$ cat src/design/hptc_pkg.sv
// shared types, constants and register codes for the heading pid turn controller
package hptc_pkg;

  localparam int ANGLE_W   = 17;
  localparam int HEAD_W    = 16;
  localparam int TGT_W     = 16;
  localparam int ERR_W     = 16;
  localparam int MAG_W     = 15;
  localparam int SUM_W     = 32;
  localparam int DERIV_W   = 17;
  localparam int DRIVE_W   = 15;
  localparam int GAIN_W    = 24;
  localparam int TOL_W     = 15;
  localparam int PLIM_W    = 14;
  localparam int CFG_W     = 24;
  localparam int CFG_IDX_W = 3;
  localparam int KIND_W    = 2;

  localparam int PROD_P_W  = GAIN_W + 1 + ERR_W;
  localparam int PROD_I_W  = GAIN_W + 1 + SUM_W;
  localparam int PROD_D_W  = GAIN_W + 1 + DERIV_W;
  localparam int ACC_W     = PROD_I_W + 1;
  localparam int FRAC_W    = 16;
  localparam int SHIFT_W   = ACC_W - FRAC_W;

  localparam int FULL_TURN   = 36000;
  localparam int HALF_TURN   = 18000;
  localparam int MAX_HEADING = 35999;

  localparam logic [GAIN_W-1:0] GAIN_P_RST      = GAIN_W'(65536);
  localparam logic [GAIN_W-1:0] GAIN_I_RST      = '0;
  localparam logic [GAIN_W-1:0] GAIN_D_RST      = '0;
  localparam logic [TOL_W-1:0]  TOLERANCE_RST   = TOL_W'(100);
  localparam logic [PLIM_W-1:0] POWER_LIMIT_RST = PLIM_W'(10000);

  typedef enum logic [KIND_W-1:0] {
    KIND_ABS    = 2'd0,
    KIND_SAMPLE = 2'd1,
    KIND_REL    = 2'd2
  } kind_t;

  typedef enum logic [CFG_IDX_W-1:0] {
    REG_GAIN_P      = 3'd0,
    REG_GAIN_I      = 3'd1,
    REG_GAIN_D      = 3'd2,
    REG_TOLERANCE   = 3'd3,
    REG_POWER_LIMIT = 3'd4
  } reg_idx_t;

  typedef struct packed {
    logic [GAIN_W-1:0] gain_p;
    logic [GAIN_W-1:0] gain_i;
    logic [GAIN_W-1:0] gain_d;
    logic [TOL_W-1:0]  tolerance;
    logic [PLIM_W-1:0] power_limit;
  } cfg_t;

  typedef struct packed {
    logic                      pid;
    logic                      done;
    logic signed [ERR_W-1:0]   err;
    logic signed [SUM_W-1:0]   esum;
    logic signed [DERIV_W-1:0] deriv;
  } track_t;

endpackage

$ cat src/design/hptc_cfg.sv
// configuration register file: gains, tolerance and power limit
module hptc_cfg import hptc_pkg::*; (
  input  logic                 clk,
  input  logic                 rst_n,
  input  logic                 cfg_we,
  input  logic [CFG_IDX_W-1:0] cfg_index,
  input  logic [CFG_W-1:0]     cfg_wdata,
  output cfg_t                 cfg
);

  cfg_t cfg_r;

  always_ff @(posedge clk) begin
    if (!rst_n) begin
      cfg_r.gain_p      <= GAIN_P_RST;
      cfg_r.gain_i      <= GAIN_I_RST;
      cfg_r.gain_d      <= GAIN_D_RST;
      cfg_r.tolerance   <= TOLERANCE_RST;
      cfg_r.power_limit <= POWER_LIMIT_RST;
    end else if (cfg_we) begin
      case (reg_idx_t'(cfg_index))
        REG_GAIN_P:      cfg_r.gain_p      <= cfg_wdata[GAIN_W-1:0];
        REG_GAIN_I:      cfg_r.gain_i      <= cfg_wdata[GAIN_W-1:0];
        REG_GAIN_D:      cfg_r.gain_d      <= cfg_wdata[GAIN_W-1:0];
        REG_TOLERANCE:   cfg_r.tolerance   <= cfg_wdata[TOL_W-1:0];
        REG_POWER_LIMIT: cfg_r.power_limit <= cfg_wdata[PLIM_W-1:0];
        default: ;
      endcase
    end
  end

  assign cfg = cfg_r;

endmodule

$ cat config.mk
export PLATFORM = sky130hd
export DESIGN_NAME = hptc_cfg
export DESIGN_NICKNAME = d
export VERILOG_FILES = /design/src/design/hptc_pkg.sv /design/src/design/hptc_cfg.sv
export SDC_FILE = /design/constraint.sdc
export NUM_CORES = 1
export LEC_CHECK = 0
export BUFFER_PORTS_ARGS = -buffer_cell sky130_fd_sc_hd__buf_2
export CAP_MARGIN = 10
export CORE_ASPECT_RATIO = 0.6
export CORE_UTILIZATION = 50
export CTS_CLUSTER_SIZE = 12
export DETAILED_ROUTE_END_ITERATION = 7
export GPL_TIMING_DRIVEN = 0
export HOLD_SLACK_MARGIN = 0.1
export PLACE_DENSITY = 0.79
export SETUP_SLACK_MARGIN = 0.1
export SLEW_MARGIN = 15
export SYNTH_ARGS = -nofsm -noshare
export SYNTH_HDL_FRONTEND = slang
export SYNTH_SLANG_ARGS = --single-unit
$ cat constraint.sdc
create_clock -name clk -period 1.13 [get_ports clk]
set_clock_uncertainty 0.05 [all_clocks]
set_input_delay 0.0565 -clock clk [delete_from_list [all_inputs] [get_ports clk]]
set_output_delay 0.0565 -clock clk [all_outputs]
set_load 0.02 [all_outputs]
=== After elaboration in Yosys (flattened, before gate mapping) ===
Index checks and enable logic that the tools add are counted.

* Equal/unequal tests: 4
* Reduce and logical (&&, ||, !) cells: 6

{| class="wikitable"
|+ Operators with widths
! operator !! count
|-
| AND reduction 2 bit || 5
|-
| equality test 3 x 2 -> 1 bit (second input constant) || 2
|-
| equality test 3 x 1 -> 1 bit (second input constant) || 1
|-
| equality test 3 bit (second input constant) || 1
|-
| zero test 3 bit || 1
|}

* Flip-flop bits (word level): 101
* Input bits: 30
* Output and inout port bits: 101
* Logic and storage cells: 15

=== Depth between registers and ports, before layout ===
* Depth after elaboration: 2
* Mapped depth: 5
* Depth with buffers taken out: 2

=== Least setup slack after synthesis ===
No wires, ideal clock.

* Kind: input-to-reg
* Start point: input port cfg_index[0]
* End point: register cfg_r (netlist bit cfg[77])
* Library setup time: 0.072 ns
* Data arrival time: 0.810 ns
* Data required time: 1.008 ns
* Slack: 0.198 ns
* Stages on the path: 4
* Path buffers: 2
* Cells stage by stage: nor4b_2 > buf_4 > buf_6 > mux2i_1

* Cells in the longest elaborated chain, start to end: 2

{| class="wikitable"
|+ RTL lines
! element !! RTL line !! source
|-
| start, declared || hptc_cfg.sv:6 || <nowiki>input logic [CFG_IDX_W-1:0] cfg_index,</nowiki>
|-
| zero test 3 bit || hptc_cfg.sv:21 || <nowiki>case (reg_idx_t'(cfg_index))</nowiki>
|-
| AND reduction 2 bit (no source line) || -- ||
|-
| end, declared || hptc_cfg.sv:11 || <nowiki>cfg_t cfg_r;</nowiki>
|}

Every way passes these cells.
A chain may end at the register's enable or synchronous reset.

=== Final worst setup path ===
* Start point: register cfg_r (netlist bit cfg[10])
* End point: output port cfg[10] in the netlist's numbering

{| class="wikitable"
|+ RTL lines
! element !! RTL line !! source
|-
| end, declared || hptc_cfg.sv:8 || <nowiki>output cfg_t cfg</nowiki>
|}

No word-level cell between the ends.

==> reports/results.tsv <==
metric	value	unit
synth_edf_count	0	
viasPerCell	4.93	
crit_family	flip-flops	
timing.slew.headroom	58.6	%
initial_core_util	52.2	%
vias	3168	
finalHoldViolCount	0	
period_share	86.8	%
final-seq-area	2020	um^2
synth.most_common_cell	nand2_1	
route.detailed.drc	0	
cts_buffers	9	
drt_pass1_iterations	4	
ys_types	15	
synth_top_area_share	52.6	%
slew_viol_final	0	
synthTopCellsByArea	dfxtp_1 53%, mux2i_1 26%, nand2_1 11%, nor2b_1 2.9%, buf_6 1.8%	
fin_crit	981	ps
mappedNetlistArea	3840	um^2
crit_path_end_kind	output pin	
fmax	1.02	GHz
layout_setup_ws	149	ps
maxCapViolations	0	
yosysWarnings	0	
area.growth.synth_to_final	33.7	%
port_buffers	129	
n_antenna_cell	0	
antenna_left	0	
ys_seq_area_share	52.6	%
critPathArrivalTime	870	ps
critPathKind	register to output pin	
synth_nets	400	
cts_htree_levels	3	
clk_pin_slew	70	ps
pwr_density_cell	1400	nW/um^2
cts_setup_buffers	0	
cts_sinks	101	
dieHeight	69.9	um
worstSkewPairLatency	340	ps
tightest_slew	621	ps
routedWlPerCell	15.9	um
grt_antenna_before_repair	0	
total_power	0.00721	W
wl	10200	um
critPathRequiredTime	1020	ps
grt_pass1_wl	16100	um
grt_pass1_vias	3156	
setup_viol	0	
hpwl	7370	um
critPathBufInv	1	
irDropWorstVdd	0.896	mV
final_layout_size_suffix_gt1_share	31.2	%
outcome	finished, final reports clean	
finalNetCount	564	
final.setup.tns	0	ps
ys_seq_elements	101	
track_usage	26.8	%
min_path_type	input port to register	
cp-start-kind	register	
place_ws	-170	ps
max_stage_delay	380	ps
synth.avg_cell_area	10.4	um^2
cts_tree	done	
largest_reg_flops	101	
nFillCells	605	
ys_async_sr_fraction	0	%
cp_cell_sequence	buf_4	
grt_remaining_overflow	0	
synth_area_leader_cell	dfxtp_1	
die_w	115	um
synthTopCellsByCount	116 x nand2_1, 101 x dfxtp_1, 101 x mux2i_1	
routabilityCongestion	0.748	
root_buffer	clkbuf_16	
cp_slowest_cell	dfxtp_1	
leakage	2.47	nW
io_pins	131	
dr.first_iter.drc_count	166	
rsz0062_at_grt	false	
postSynthCellCount	370	
fp-row-count	24	
coreArea	7360	um^2
grt_start_max_net_pins	18	
die_area	8050	um^2
multiInputGateArea	1630	um^2
cp_max_fo	2	
clk_path_buf_depth	2	
synth_ff_type	dfxtp_1	
tightest hold or removal path, stage by stage:
cell and delay [ps]:
buf_2 130, nand4b_1 190, mux2i_1 90
per-layer routing:
layer / up-vias / wire length [um] / GRT usage, % / part of all wire, %
met1: 1509 / 4840 / 36.7 / 47
li1: 1540 / - / - / -
met3: 12 / 688 / 7.47 / 6.7
met5: - / 0 / 0 / 0
met4: 0 / 106 / 7.65 / 1.0
met2: 107 / 4590 / 41.2 / 45
timing repair:
action	4_1_cts	5_1_grt
hold endpoints to repair	101	0
hold buffers	24	0
resized for setup	0	7
endpoints found under the setup margin	0	28
layout by cell type, fill, tap and decap left out, drive strengths merged, types with 2 or more instances in the layout:
| master | Yosys | layout |
|---|---|---|
| clkinv | 0 | 3 |
| inv | 0 | 3 |
| nand2 | 116 | 116 |
| clkbuf | 9 | 19 |
| dlygate4sd3 | 0 | 24 |
| nor2b | 18 | 18 |
| buf | 19 | 148 |
| and4bb | 2 | 2 |
| mux2i | 101 | 101 |
| dfxtp | 101 | 101 |
path summary, 6_finish.rpt:
check | slack [ps] | cells past startpoint | to | from
setup / recovery | 150 | 1 | cfg[10] | cfg[10]
hold / removal | 130 | 3 | cfg[14] | cfg_we
setup reg to reg | 420 | 2 | cfg[66] | cfg[66]
hold reg to reg | 410 | 2 | cfg[84] | cfg[84]
kinds of logic after synthesis:
family	Yosys count	share of synthesized area [%]
DFF	101	52.6
muxes	101	26.3
and+or+nand+nor	140	16.1
buffers and inverters	28	4.98
through the flow:
stage,std cells,instance area (um^2),utilization (%),hold WS [ps]
after detailed placement,603,4620,62.8,291
after floorplan,370,3840,-,168
after CTS,643,5130,69.8,129
after global placement,603,4620,62.8,282
after global routing,643,5140,69.8,162
final,643,5140,69.8,131
area by class of cell:
class                      count  share of cell area (%)
clock buffer                  10                    4.46
sequential                   101                    39.3
tap                          104                    2.53
buffer                        28                    3.80
multi-input combinational    241                    31.7
timing repair buffer         153                    17.3
clock inverter                 6                   0.877
report_power, final:
part | internal (W) | switching [W] | leakage, nW
Sequential | 0.00364 | 0.0000415 | 0.818
Combinational | 0.000275 | 0.000400 | 1.52
Clock | 0.00151 | 0.00134 | 0.138
No activity file was read; power rests on OpenSTA's default activity.
