<file path="config.mk">
export PLATFORM = sky130hd
export DESIGN_NAME = hptc_track
export DESIGN_NICKNAME = d
export VERILOG_FILES = /design/src/design/hptc_pkg.sv /design/src/design/hptc_track.sv
export SDC_FILE = /design/constraint.sdc
export NUM_CORES = 1
export LEC_CHECK = 0
export BUFFER_PORTS_ARGS = -buffer_cell sky130_fd_sc_hd__buf_4
export CAP_MARGIN = 25
export CORE_MARGIN = 1.5
export CORE_UTILIZATION = 35
export CTS_CLUSTER_SIZE = 12
export DETAILED_ROUTE_END_ITERATION = 12
export PLACE_DENSITY_LB_ADDON = 0.25
export SYNTH_ARGS = -nofsm -noshare
export SYNTH_HDL_FRONTEND = slang
export SYNTH_SLANG_ARGS = --single-unit
export TNS_END_PERCENT = 50
</file>
<file path="constraint.sdc">
create_clock -name clk -period 12.7 [get_ports clk]
set_input_delay 3.175 -clock clk [delete_from_list [all_inputs] [get_ports clk]]
set_output_delay 3.175 -clock clk [all_outputs]
set_load 0.01 [all_outputs]
</file>
<file path="src/design/hptc_pkg.sv">
// shared types, constants and register codes for the heading pid turn controller
package hptc_pkg;

  localparam int ANGLE_W   = 17;
  localparam int HEAD_W    = 16;
  localparam int TGT_W     = 16;
  localparam int ERR_W     = 16;
  localparam int MAG_W     = 15;
  localparam int SUM_W     = 32;
  localparam int DERIV_W   = 17;
  localparam int DRIVE_W   = 15;
  localparam int GAIN_W    = 24;
  localparam int TOL_W     = 15;
  localparam int PLIM_W    = 14;
  localparam int CFG_W     = 24;
  localparam int CFG_IDX_W = 3;
  localparam int KIND_W    = 2;

  localparam int PROD_P_W  = GAIN_W + 1 + ERR_W;
  localparam int PROD_I_W  = GAIN_W + 1 + SUM_W;
  localparam int PROD_D_W  = GAIN_W + 1 + DERIV_W;
  localparam int ACC_W     = PROD_I_W + 1;
  localparam int FRAC_W    = 16;
  localparam int SHIFT_W   = ACC_W - FRAC_W;

  localparam int FULL_TURN   = 36000;
  localparam int HALF_TURN   = 18000;
  localparam int MAX_HEADING = 35999;

  localparam logic [GAIN_W-1:0] GAIN_P_RST      = GAIN_W'(65536);
  localparam logic [GAIN_W-1:0] GAIN_I_RST      = '0;
  localparam logic [GAIN_W-1:0] GAIN_D_RST      = '0;
  localparam logic [TOL_W-1:0]  TOLERANCE_RST   = TOL_W'(100);
  localparam logic [PLIM_W-1:0] POWER_LIMIT_RST = PLIM_W'(10000);

  typedef enum logic [KIND_W-1:0] {
    KIND_ABS    = 2'd0,
    KIND_SAMPLE = 2'd1,
    KIND_REL    = 2'd2
  } kind_t;

  typedef enum logic [CFG_IDX_W-1:0] {
    REG_GAIN_P      = 3'd0,
    REG_GAIN_I      = 3'd1,
    REG_GAIN_D      = 3'd2,
    REG_TOLERANCE   = 3'd3,
    REG_POWER_LIMIT = 3'd4
  } reg_idx_t;

  typedef struct packed {
    logic [GAIN_W-1:0] gain_p;
    logic [GAIN_W-1:0] gain_i;
    logic [GAIN_W-1:0] gain_d;
    logic [TOL_W-1:0]  tolerance;
    logic [PLIM_W-1:0] power_limit;
  } cfg_t;

  typedef struct packed {
    logic                      pid;
    logic                      done;
    logic signed [ERR_W-1:0]   err;
    logic signed [SUM_W-1:0]   esum;
    logic signed [DERIV_W-1:0] deriv;
  } track_t;

endpackage

</file>
<file path="src/design/hptc_track.sv">
// move tracking: target load, wrapped error, integral and derivative, move state
module hptc_track import hptc_pkg::*; (
  input  logic                      clk,
  input  logic                      rst_n,
  input  logic                      adv,
  input  logic [KIND_W-1:0]         kind,
  input  logic signed [ANGLE_W-1:0] angle,
  input  logic [HEAD_W-1:0]         heading,
  input  logic [TOL_W-1:0]          tolerance,
  output track_t                    trk
);

  logic [TGT_W-1:0]          target_r, target_nxt;
  logic signed [SUM_W-1:0]   esum_r, esum_nxt;
  logic signed [ERR_W-1:0]   prev_r, prev_nxt;
  logic                      moving_r, moving_nxt;
  track_t                    trk_r, trk_nxt;

  logic signed [ANGLE_W:0]   angle_x, angle_c;
  logic [HEAD_W-1:0]         head_c;
  logic signed [ANGLE_W+1:0] tgt_raw, tgt_a, tgt_b;
  logic signed [ANGLE_W:0]   err_raw, err_w;
  logic signed [ERR_W-1:0]   err;
  logic [MAG_W-1:0]          mag;
  logic signed [SUM_W:0]     sum_x;
  logic signed [SUM_W-1:0]   sum_sat;
  logic signed [DERIV_W-1:0] deriv;

  always_comb begin
    angle_x = (ANGLE_W+1)'(angle);
    if (angle_x > (ANGLE_W+1)'(FULL_TURN)) begin
      angle_c = (ANGLE_W+1)'(FULL_TURN);
    end else if (angle_x < -(ANGLE_W+1)'(FULL_TURN)) begin
      angle_c = -(ANGLE_W+1)'(FULL_TURN);
    end else begin
      angle_c = angle_x;
    end

    head_c = (heading > HEAD_W'(MAX_HEADING)) ? HEAD_W'(MAX_HEADING) : heading;

    // relative turn is taken from the measured heading
    if (kind_t'(kind) == KIND_REL) begin
      tgt_raw = (ANGLE_W+2)'(angle_c) + $signed({3'b000, head_c});
    end else begin
      tgt_raw = (ANGLE_W+2)'(angle_c);
    end
    tgt_a = (tgt_raw < 0) ? tgt_raw + (ANGLE_W+2)'(FULL_TURN) : tgt_raw;
    tgt_b = (tgt_a > (ANGLE_W+2)'(FULL_TURN)) ? tgt_a - (ANGLE_W+2)'(FULL_TURN) : tgt_a;

    // shortest path error
    err_raw = $signed({2'b00, target_r}) - $signed({2'b00, head_c});
    if (err_raw > (ANGLE_W+1)'(HALF_TURN)) begin
      err_w = err_raw - (ANGLE_W+1)'(FULL_TURN);
    end else if (err_raw < -(ANGLE_W+1)'(HALF_TURN)) begin
      err_w = err_raw + (ANGLE_W+1)'(FULL_TURN);
    end else begin
      err_w = err_raw;
    end
    err = err_w[ERR_W-1:0];
    mag = (err_w < 0) ? MAG_W'(-err_w) : err_w[MAG_W-1:0];

    // saturating integral
    sum_x = (SUM_W+1)'(esum_r) + (SUM_W+1)'(err);
    if (sum_x[SUM_W] != sum_x[SUM_W-1]) begin
      sum_sat = sum_x[SUM_W] ? {1'b1, {(SUM_W-1){1'b0}}} : {1'b0, {(SUM_W-1){1'b1}}};
    end else begin
      sum_sat = sum_x[SUM_W-1:0];
    end
    deriv = DERIV_W'(err) - DERIV_W'(prev_r);
  end

  always_comb begin
    target_nxt = target_r;
    esum_nxt   = esum_r;
    prev_nxt   = prev_r;
    moving_nxt = moving_r;
    trk_nxt    = '0;
    case (kind_t'(kind))
      KIND_ABS, KIND_REL: begin
        target_nxt = tgt_b[TGT_W-1:0];
        esum_nxt   = '0;
        prev_nxt   = '0;
        moving_nxt = 1'b1;
      end
      KIND_SAMPLE: begin
        trk_nxt.err = err;
        if (!moving_r) begin
          trk_nxt.done = 1'b1;
        end else if (mag < tolerance) begin
          moving_nxt   = 1'b0;
          trk_nxt.done = 1'b1;
        end else begin
          esum_nxt      = sum_sat;
          prev_nxt      = err;
          trk_nxt.pid   = 1'b1;
          trk_nxt.esum  = sum_sat;
          trk_nxt.deriv = deriv;
        end
      end
      default: begin
        trk_nxt.done = !moving_r;
      end
    endcase
  end

  always_ff @(posedge clk) begin
    if (!rst_n) begin
      target_r <= '0;
      esum_r   <= '0;
      prev_r   <= '0;
      moving_r <= 1'b0;
    end else if (adv) begin
      target_r <= target_nxt;
      esum_r   <= esum_nxt;
      prev_r   <= prev_nxt;
      moving_r <= moving_nxt;
    end
  end

  always_ff @(posedge clk) begin
    if (adv) begin
      trk_r <= trk_nxt;
    end
  end

  assign trk = trk_r;

endmodule

</file>
---- Word-level counts from Yosys, hierarchy flattened ----
Index checks and enable logic that the tools add are counted.
cells by class
  reductions and logical operators ........ 8
  $add $sub $neg .......................... 9
  equality and inequality tests ........... 5
  bitwise gates (word level) .............. 2
  mux-type cells .......................... 23
  $lt $le $gt $ge ......................... 9
operators with widths
  operator                                                          number
  2-to-1 mux 32 bit                                                 4
  2-to-1 mux 18 bit                                                 4
  2-to-1 mux 16 bit                                                 4
  one-hot mux 32 bit (2 select lines)                               1
  2-to-1 mux 19 bit                                                 2
  subtractor 16 x 16 -> 17 bit                                      2
  adder 32 x 16 -> 33 bit                                           1
  one-hot mux 16 bit (2 select lines)                               1
  adder 18 x 17 -> 19 bit                                           1
  adder 19 x 17 -> 19 bit (second input constant)                   1
  greater-than comparator 19 x 17 -> 1 bit (second input constant)  1
  less-than comparator 19 x 1 -> 1 bit (second input constant)      1
  adder 17 x 17 -> 18 bit (second input constant)                   1
  less-than comparator 18 x 1 -> 1 bit (second input constant)      1
  subtractor 17 x 17 -> 18 bit (second input constant)              1
  greater-than comparator 17 x 16 -> 1 bit (second input constant)  1
  greater-than comparator 17 bit (second input constant)            1
  less-than comparator 17 x 16 -> 1 bit (second input constant)     1
  less-than comparator 17 bit (second input constant)               1
  greater-than comparator 16 bit (second input constant)            1
  subtractor 16 bit (second input constant)                         1
  less-than comparator 15 bit                                       1
  2-to-1 mux 15 bit                                                 1
  negation 15 bit                                                   1
  other kinds (14)                                                  21
word-level totals
  output and inout port bits .............. 67
  bits in registers ....................... 132
  bits of input ports ..................... 53
  word-level logic and storage cells ...... 65

---- Logic depth before layout (Yosys ltp) ----
Gate-level depths: netlist of run 1.
  depth after elaboration ................. 12
  gate-level depth with buffers ........... 39

---- Worst setup path before layout of run 1 ----
OpenSTA, ideal clock, no wires.
  path kind ............................... input to register
  from .................................... input heading[14]
  to ...................................... register esum_r[21]
  cell stages on the path ................. 35
  library setup time ...................... 0.128 ns
  arrival ................................. 10.563 ns
  slack ................................... 2.009 ns
  buffers on the path ..................... 4
  cells stage by stage .................... o31a_1 > buf_2 > or3_1 > inv_1 > ha_1 > nor2b_1 > o22ai_1 > nand4b_1 > a2111o_1 > o211ai_1 > inv_1 > ha_1 > a31oi_1 > nor4b_1 > a211oi_1 > o41a_1 > o21ai_4 > buf_6 > nand2_1 > xnor2_1 > inv_1 > ha_1 > a21o_1 > a21oi_1 > o311ai_1 > a2111oi_0 > nor2_1 > a41oi_1 > a21oi_1 > a41oi_1 > mux2i_1 > nand4_1 > clkbuf_1 > clkbuf_1 > o21ai_0
on the way
  cells in the longest elaborated chain, start to end .. 12
  elaborated cells on any way between the ends .. 22
  classes of those cells .................. add/sub (5); order compare (5); eq/ne (2); mux (9); reduce/logical (1)
RTL lines
  element                                                                                  line                                text
  start, declared                                                                          hptc_track.sv:8                     input logic [HEAD_W-1:0] heading,
  greater-than comparator 16 bit                                                           hptc_track.sv:39                    head_c = (heading > HEAD_W'(MAX_HEADING)) ? HEAD_W'(MAX_HEADING) : heading;
  2-to-1 mux 16 bit *                                                                      hptc_track.sv:39
  subtractor 16 x 16 -> 17 bit *                                                           hptc_track.sv:51                    err_raw = $signed({2'b00, target_r}) - $signed({2'b00, head_c});
  adder 17 x 17 -> 18 bit / less-than comparator 17 x 16 -> 1 bit (equally long branches)  hptc_track.sv:55, hptc_track.sv:54
  2-to-1 mux 18 bit                                                                        hptc_track.sv:54                    end else if (err_raw < -(ANGLE_W+1)'(HALF_TURN)) begin
  2-to-1 mux 18 bit *                                                                      hptc_track.sv:52                    if (err_raw > (ANGLE_W+1)'(HALF_TURN)) begin
  net err_w[5]                                                                             hptc_track.sv:22                    logic signed [ANGLE_W:0] err_raw, err_w;
  branches (longest 6 deep; another with negation 15 bit)                                  -
  end signal, assigned                                                                     hptc_track.sv:114                   esum_r <= esum_nxt;
  end, declared                                                                            hptc_track.sv:14                    logic signed [SUM_W-1:0] esum_r, esum_nxt;
Mark *: on every way through the listed nets, which the timed path passes. The select of a mux whose other input is x is not followed.
A chain may end at the register's enable or synchronous reset.

---- Worst setup path in the final report of run 1 ----
  from .................................... input heading[6]
  to ...................................... register esum_r[18]
The elaborated chain is that of the path after synthesis.

==> impl_metrics.json, run 1 <==
{
  "path_max_fanout": 21,
  "n_antenna_cell": 0,
  "layout-drive-gt1-share_pct": 14.2,
  "yosysTopAreaCellShare_pct": 16.5,
  "power.switching_uw": 1080,
  "path_buf_inv": 5,
  "avgSynthCellArea_um2": 8.06,
  "clock_power_share_pct": 21.1,
  "grt.total_usage_pct": 19.5,
  "seq_power_share_pct": 20.6,
  "tightest_slew_ps": 995,
  "num_rows": 68,
  "die_x_um": 190,
  "hold_path.class": "flip-flop to flip-flop",
  "maxSlewViolCount": 0,
  "clock_tree.root_cell": "clkbuf_16",
  "cp_data_required_time_ps": 13000,
  "cts_tree": "done",
  "fmax_mhz": 86.7,
  "synth_cell_types": 111,
  "drc": 0,
  "dpl-instance-area_um2": 13600,
  "fin_cells": 2078,
  "htreeDepth": 4,
  "area_growth_pct": 16.2,
  "via_per_inst": 5.61,
  "post_cts_resized": 0,
  "critPathLaunchType": "input pin",
  "nNetsFinal": 1762,
  "first_pass_iters": 6,
  "comb_power_share_pct": 58.3,
  "insertion_delay_ps": 430,
  "grt_max_degree": 74,
  "ios": 120,
  "fin_setup_tns_ps": 0,
  "grt_pass1_wl_um": 56800,
  "synth-warning-count": 0,
  "clockBufferDepth": 2,
  "setup_viol": 0,
  "status": "finished clean",
  "synth_seq_cells": 132,
  "min_period_over_period_pct": 90.8,
  "drv_cap": 0,
  "finalPower_uw": 2420,
  "ys_seq_area_share_pct": 27.2,
  "cts.reportedPaths.clkPinSlew_ps": 60,
  "swShare_pct": 44.8,
  "ys.flop_type": "edfxtp_1",
  "finalHoldViolCount": 0,
  "cts_hold_buf": 0,
  "syn_nets": 1663,
  "fin_area_um2": 14100,
  "p_int_uw": 1340,
  "crit_arrival_ps": 11840,
  "grt_overflow": 0,
  "relSlewSlack_pct": 33.7,
  "wire_per_inst_um": 16.8,
  "wl_um": 35000,
  "vias": 11700,
  "rsz0062_at_grt": "false",
  "dp.cells": 2046,
  "syn_inst": 1511,
  "criticalPathCategory": "input pin to flip-flop",
  "fin_ws_ps": 1160,
  "fp.dieArea_um2": 35900,
  "core-area_um2": 34400,
  "cp-end-kind": "flip-flop",
  "dp.final_hpwl_um": 27300,
  "antenna_left": 0,
  "finClkSkew_ps": 13.7,
  "synthArstFlopShare_pct": 0,
  "cts_setup_buffers": 0,
  "power-per-cell-area_nw_per_um2": 171,
  "first_iter_violations": 858,
  "synth.area.top_cells": "edfxtp_1, dfxtp_1, ha_1",
  "peakVddDrop_v": 0.000112,
  "die_y_um": 190,
  "slowest_delay_ps": 560,
  "crit_slowest_cell": "a2111oi_0",
  "grt_pass1_vias": 10900,
  "leakage_uw": 0.00598,
  "fin_crit_ps": 11540,
  "initial_core_util_pct": 35.4,
  "grt_antenna_before_repair": 0,
  "numCtsBuffers": 17,
  "syn_area_um2": 12200,
  "place_ws_ps": 716,
  "n_fill_cell": 3489,
  "cts.sinks": 132,
  "synth_largest_area_cell": "edfxtp_1",
  "io_buffer_count": 119,
  "gp_congestion": 0.886,
  "path_delay_family": "compound AO/OA/AOI/OAI gates",
  "synth_edf_count": 67
}
## worst min-delay path, delay by kind of cell, from the launching register on
| family | cells | cell delay [ps] |
|---|---|---|
| flops | 1 | 310 |
| compound gates | 1 | 50 |
| simple gates | 1 | 50 |
## kinds of logic after synthesis
group | Yosys count | share of synthesized area [%]
mux | 13 | 1.12
xor+xnor | 84 | 6.35
buf+inv | 162 | 5.39
fa+ha+maj | 100 | 10.5
compound gates | 479 | 27.7
simple gates | 541 | 21.7
flops | 132 | 27.2
## sequential cells by signal (all words and copies together), names as in the netlist
register	flops
trk	67
esum_r	32
prev_r	16
target_r	16
moving_r	1
## power groups by stage
| stage | combinational, uW | clock, uW | sequential [uW] |
|---|---|---|---|
| floorplan | 1030 | 0 | 511 |
| global placement | 1380 | 0 | 508 |
| detailed placement | 1390 | 0 | 508 |
| CTS | 1400 | 516 | 499 |
| global route | 1580 | 534 | 502 |
| finish | 1410 | 509 | 499 |
## cell type report
type                            count  area [um^2]  share of cell area (%)
Inverter                          101          379                    2.68
Timing Repair Buffer              141         1060                    7.48
Sequential cell                   132         3310                    23.4
Clock buffer                       18          439                    3.10
Clock inverter                     14          155                    1.10
Multi-Input combinational cell   1217         8230                    58.2
Tap cell                          455          569                    4.02
## cells in the final DEF (no fill, tap or decap), types with 65 or more instances in the layout
cell / synthesis / layout
dfxtp_1: 65 / 65
xnor2_1: 68 / 68
o21ai_0: 92 / 92
ha_1: 95 / 95
inv_1: 98 / 98
a21oi_1: 97 / 97
nor2_1: 186 / 186
buf_4: 1 / 141
edfxtp_1: 67 / 67
nand2_1: 107 / 107
## synth_stat cells (all sizes together) (37+ instances only)
cell type  count
nor3          54
nor2         187
edfxtp        67
o21ai        106
a21o          39
nand2        108
xnor2         70
inv           99
nand3         37
clkbuf        42
dfxtp         65
ha            95
a21oi         98
## through the flow
stage          util, %  hold WS [ps]
4_1_cts           41.2           453
2_1_floorplan        -           432
3_3_place_gp      39.4           445
6_report          41.2           450
3_5_place_dp      39.4           445
5_1_grt           41.2           472
## final timing paths
kind	from	endpoint	slack, ps	cells past startpoint
max reg2reg	target_r[0]	esum_r[18]	4550	30
min	prev_r[15]	prev_r[15]	450	2
max	heading[6]	esum_r[18]	1160	34
min reg2reg	prev_r[15]	prev_r[15]	450	2
## layer usage
| layer | up-vias | GRT usage [%] | wire, um |
|---|---|---|---|
| li1 | 5765 | - | - |
| met1 | 5512 | 26.5 | 16100 |
| met4 | 0 | 5.37 | 686 |
| met5 | - | 0 | 0 |
| met3 | 39 | 2.29 | 1680 |
| met2 | 344 | 32.5 | 16500 |
(Power assumes the default switching activity.)
==> run 2, diff against run 1 <==
Settings changed: ABC_AREA set to 1, GPL_ROUTABILITY_DRIVEN set to 0.
==> run 2 against run 1 <==
  * Design area is 0.76% higher
  * First-iteration DRC count decreased by 9.3%
  * Utilization is 0.11 points higher
  * Largest cell class unchanged
  * Critical endpoint is now trk[18]
==> impl_metrics.json, run 2 <==
{
  "relSlewSlack_pct": 45.3,
  "drc": 0,
  "grt_overflow": 0,
  "final_cell_mix": "nand2_1, inv_1, nor2_1",
  "finClkSkew_ps": 8.89,
  "synth_cell_types": 52,
  "hold_path.class": "flip-flop to flip-flop",
  "n_fill_cell": 3643,
  "slowest_delay_ps": 480,
  "core-area_um2": 34500,
  "min_period_over_period_pct": 81.2,
  "synthArstFlopShare_pct": 0,
  "synth_most_common_cell": "nand2_1",
  "tightest_slew_ps": 820,
  "status": "finished clean",
  "cts_setup_buffers": 0,
  "multi_input_area_um2": 7700,
  "syn_area_um2": 12300,
  "cts_hold_buf": 0,
  "min_to": "prev_r[3]",
  "first_iter_violations": 778,
  "cts.sinks": 132,
  "peakVddDrop_v": 0.000118,
  "ys_seq_area_share_pct": 26.9,
  "ys.flop_type": "edfxtp_1",
  "maxSlewViolCount": 0,
  "synth_edf_count": 67,
  "ios": 120,
  "p_int_uw": 1260,
  "htreeDepth": 4,
  "path_max_fanout": 19,
  "seq_power_share_pct": 20.6,
  "drv_cap": 0,
  "critPathLaunchType": "input pin",
  "synth.area.top_cells": "edfxtp_1, nand2_1, dfxtp_1",
  "grt_use_met1_pct": 24.6,
  "grt_pass1_vias": 11200,
  "comb_power_share_pct": 57.7,
  "worstHoldPathCells": 2,
  "fin_area_um2": 14300,
  "io_buffer_count": 119,
  "crit_arrival_ps": 10570,
  "clockBufferDepth": 2,
  "fin_crit_ps": 10310,
  "swShare_pct": 47.2,
  "grt_max_degree": 56,
  "largest_register_ffs": 67,
  "synth_largest_area_cell": "edfxtp_1",
  "area_growth_pct": 15.8,
  "cp_data_required_time_ps": 12970,
  "numCtsBuffers": 17,
  "cts.reportedPaths.clkPinSlew_ps": 70,
  "wl_um": 34500,
  "antenna_left": 0,
  "reg2reg_to": "trk[18]",
  "crit_top_cell": "nand2_1",
  "rsz0062_at_grt": "false",
  "syn_nets": 2004,
  "grt.total_usage_pct": 19.1,
  "gr-usage-met3_pct": 2.15,
  "vias": 11900,
  "criticalPathCategory": "input pin to flip-flop",
  "final_common_cell": "nand2_1",
  "layout-drive-gt1-share_pct": 15.5,
  "post_cts_resized": 0,
  "n_antenna_cell": 0,
  "cp-end-kind": "flip-flop",
  "busiest_layer": "met2",
  "finalPower_uw": 2390,
  "first_pass_iters": 5,
  "dp.final_hpwl_um": 27200,
  "syn_inst": 1852,
  "grt_pass1_wl_um": 55600,
  "clock_tree.root_cell": "clkbuf_16",
  "regToRegStartpoint": "target_r[0]",
  "synth-warning-count": 0,
  "avgSynthCellArea_um2": 6.65,
  "r2r_slack_ps": 5920,
  "power-per-cell-area_nw_per_um2": 168,
  "dpl-instance-area_um2": 13600,
  "num_rows": 68,
  "leakage_uw": 0.00717,
  "fmax_mhz": 97.0,
  "initial_core_util_pct": 35.6,
  "nNetsFinal": 2109,
  "min_from": "prev_r[3]",
  "cts_tree": "done",
  "hold-worst-slack_ps": 463,
  "finalHoldViolCount": 0,
  "fin_setup_tns_ps": 0,
  "die_x_um": 191,
  "clock_power_share_pct": 21.7,
  "fp.dieArea_um2": 36300,
  "grt_antenna_before_repair": 0,
  "crit_slowest_cell": "nor2_2",
  "setup_viol": 0,
  "synth_common_cells": "nand2_1, inv_1, nor2_1",
  "grt_use_met2_pct": 33.0,
  "synth_seq_cells": 132,
  "die_y_um": 191,
  "power.switching_uw": 1130,
  "yosysTopAreaCellShare_pct": 16.3,
  "wire_per_inst_um": 14.2,
  "rr_worst_depth": 41,
  "final_util_pct": 41.3,
  "seqCellArea_um2": 3310,
  "via_per_inst": 4.91,
  "insertion_delay_ps": 440
}
-- run 2: cell count changes in the layout (fill, tap and decap cells not counted), sizes merged, moves of 26 or more --
cell   change
o21ai     -26
nor3      -40
nand3     +80
a21oi     +78
xnor2     -56
xor2      +33
a21o      -37
inv      +180
nand2    +435
-- run 2: layout make-up --
class	count	area share [%]
timing repair buffer	128	6.79
tap	455	3.99
inverter	291	7.70
multi-input combinational	1387	54.0
clock inverter	12	1.06
clock buffer	20	3.20
sequential	132	23.2
-- run 2: critical path: cells and delay by family --
family | cells | cell delay [ps]
adder cells (fa/ha/maj) | 4 | 1240
XOR/XNOR | 1 | 180
AO/OA/AOI/OAI | 6 | 1350
AND/OR/NAND/NOR | 30 | 3540
buffers and inverters | 7 | 1070
-- run 2: layer usage --
layer  wire length [um]  part of all wire (%)
met3               1130                   3.3
met4                817                   2.4
met1              16300                    47
met5                  0                     0
met2              16200                    47
-- run 2: power by group through the flow --
stage                     clock [uW]  combinational, uW  sequential, uW
after floorplan                    0               1030             508
after CTS                        530               1370             494
final                            519               1380             493
after global placement             0               1350             502
after detailed placement           0               1360             503
after global routing             542               1560             496
-- run 2: logic make-up (layout without fill, tap and decap cells) --
kind of cell,after synthesis,in the layout,share of synthesized area [%]
buf+inv,333,451,10.6
flops,132,132,26.9
xor+xnor,61,61,4.40
fa+ha+maj,99,99,10.3
simple gates,921,921,33.5
compound gates,306,306,14.3
-- run 2: worst max-delay path by stage --
stage / depth (start not counted) / endpoint / slack (ps) / startpoint
2_1_floorplan: 51 / esum_r[1] / 3670 / heading[6]
3_3_place_gp: 46 / esum_r[0] / 2060 / heading[6]
3_5_place_dp: 46 / esum_r[0] / 1930 / heading[6]
4_1_cts: 46 / esum_r[0] / 2370 / heading[6]
5_1_grt: 50 / esum_r[0] / 1570 / heading[6]
6_report: 48 / trk[18] / 2390 / heading[6]
-- run 2: metrics by stage --
step / std cells / setup WS, ps
after floorplan: 1852 / 3670
after global placement: 2392 / 2060
after detailed placement: 2392 / 1930
after CTS: 2424 / 2370
after global routing: 2425 / 1570
final: 2425 / 2390
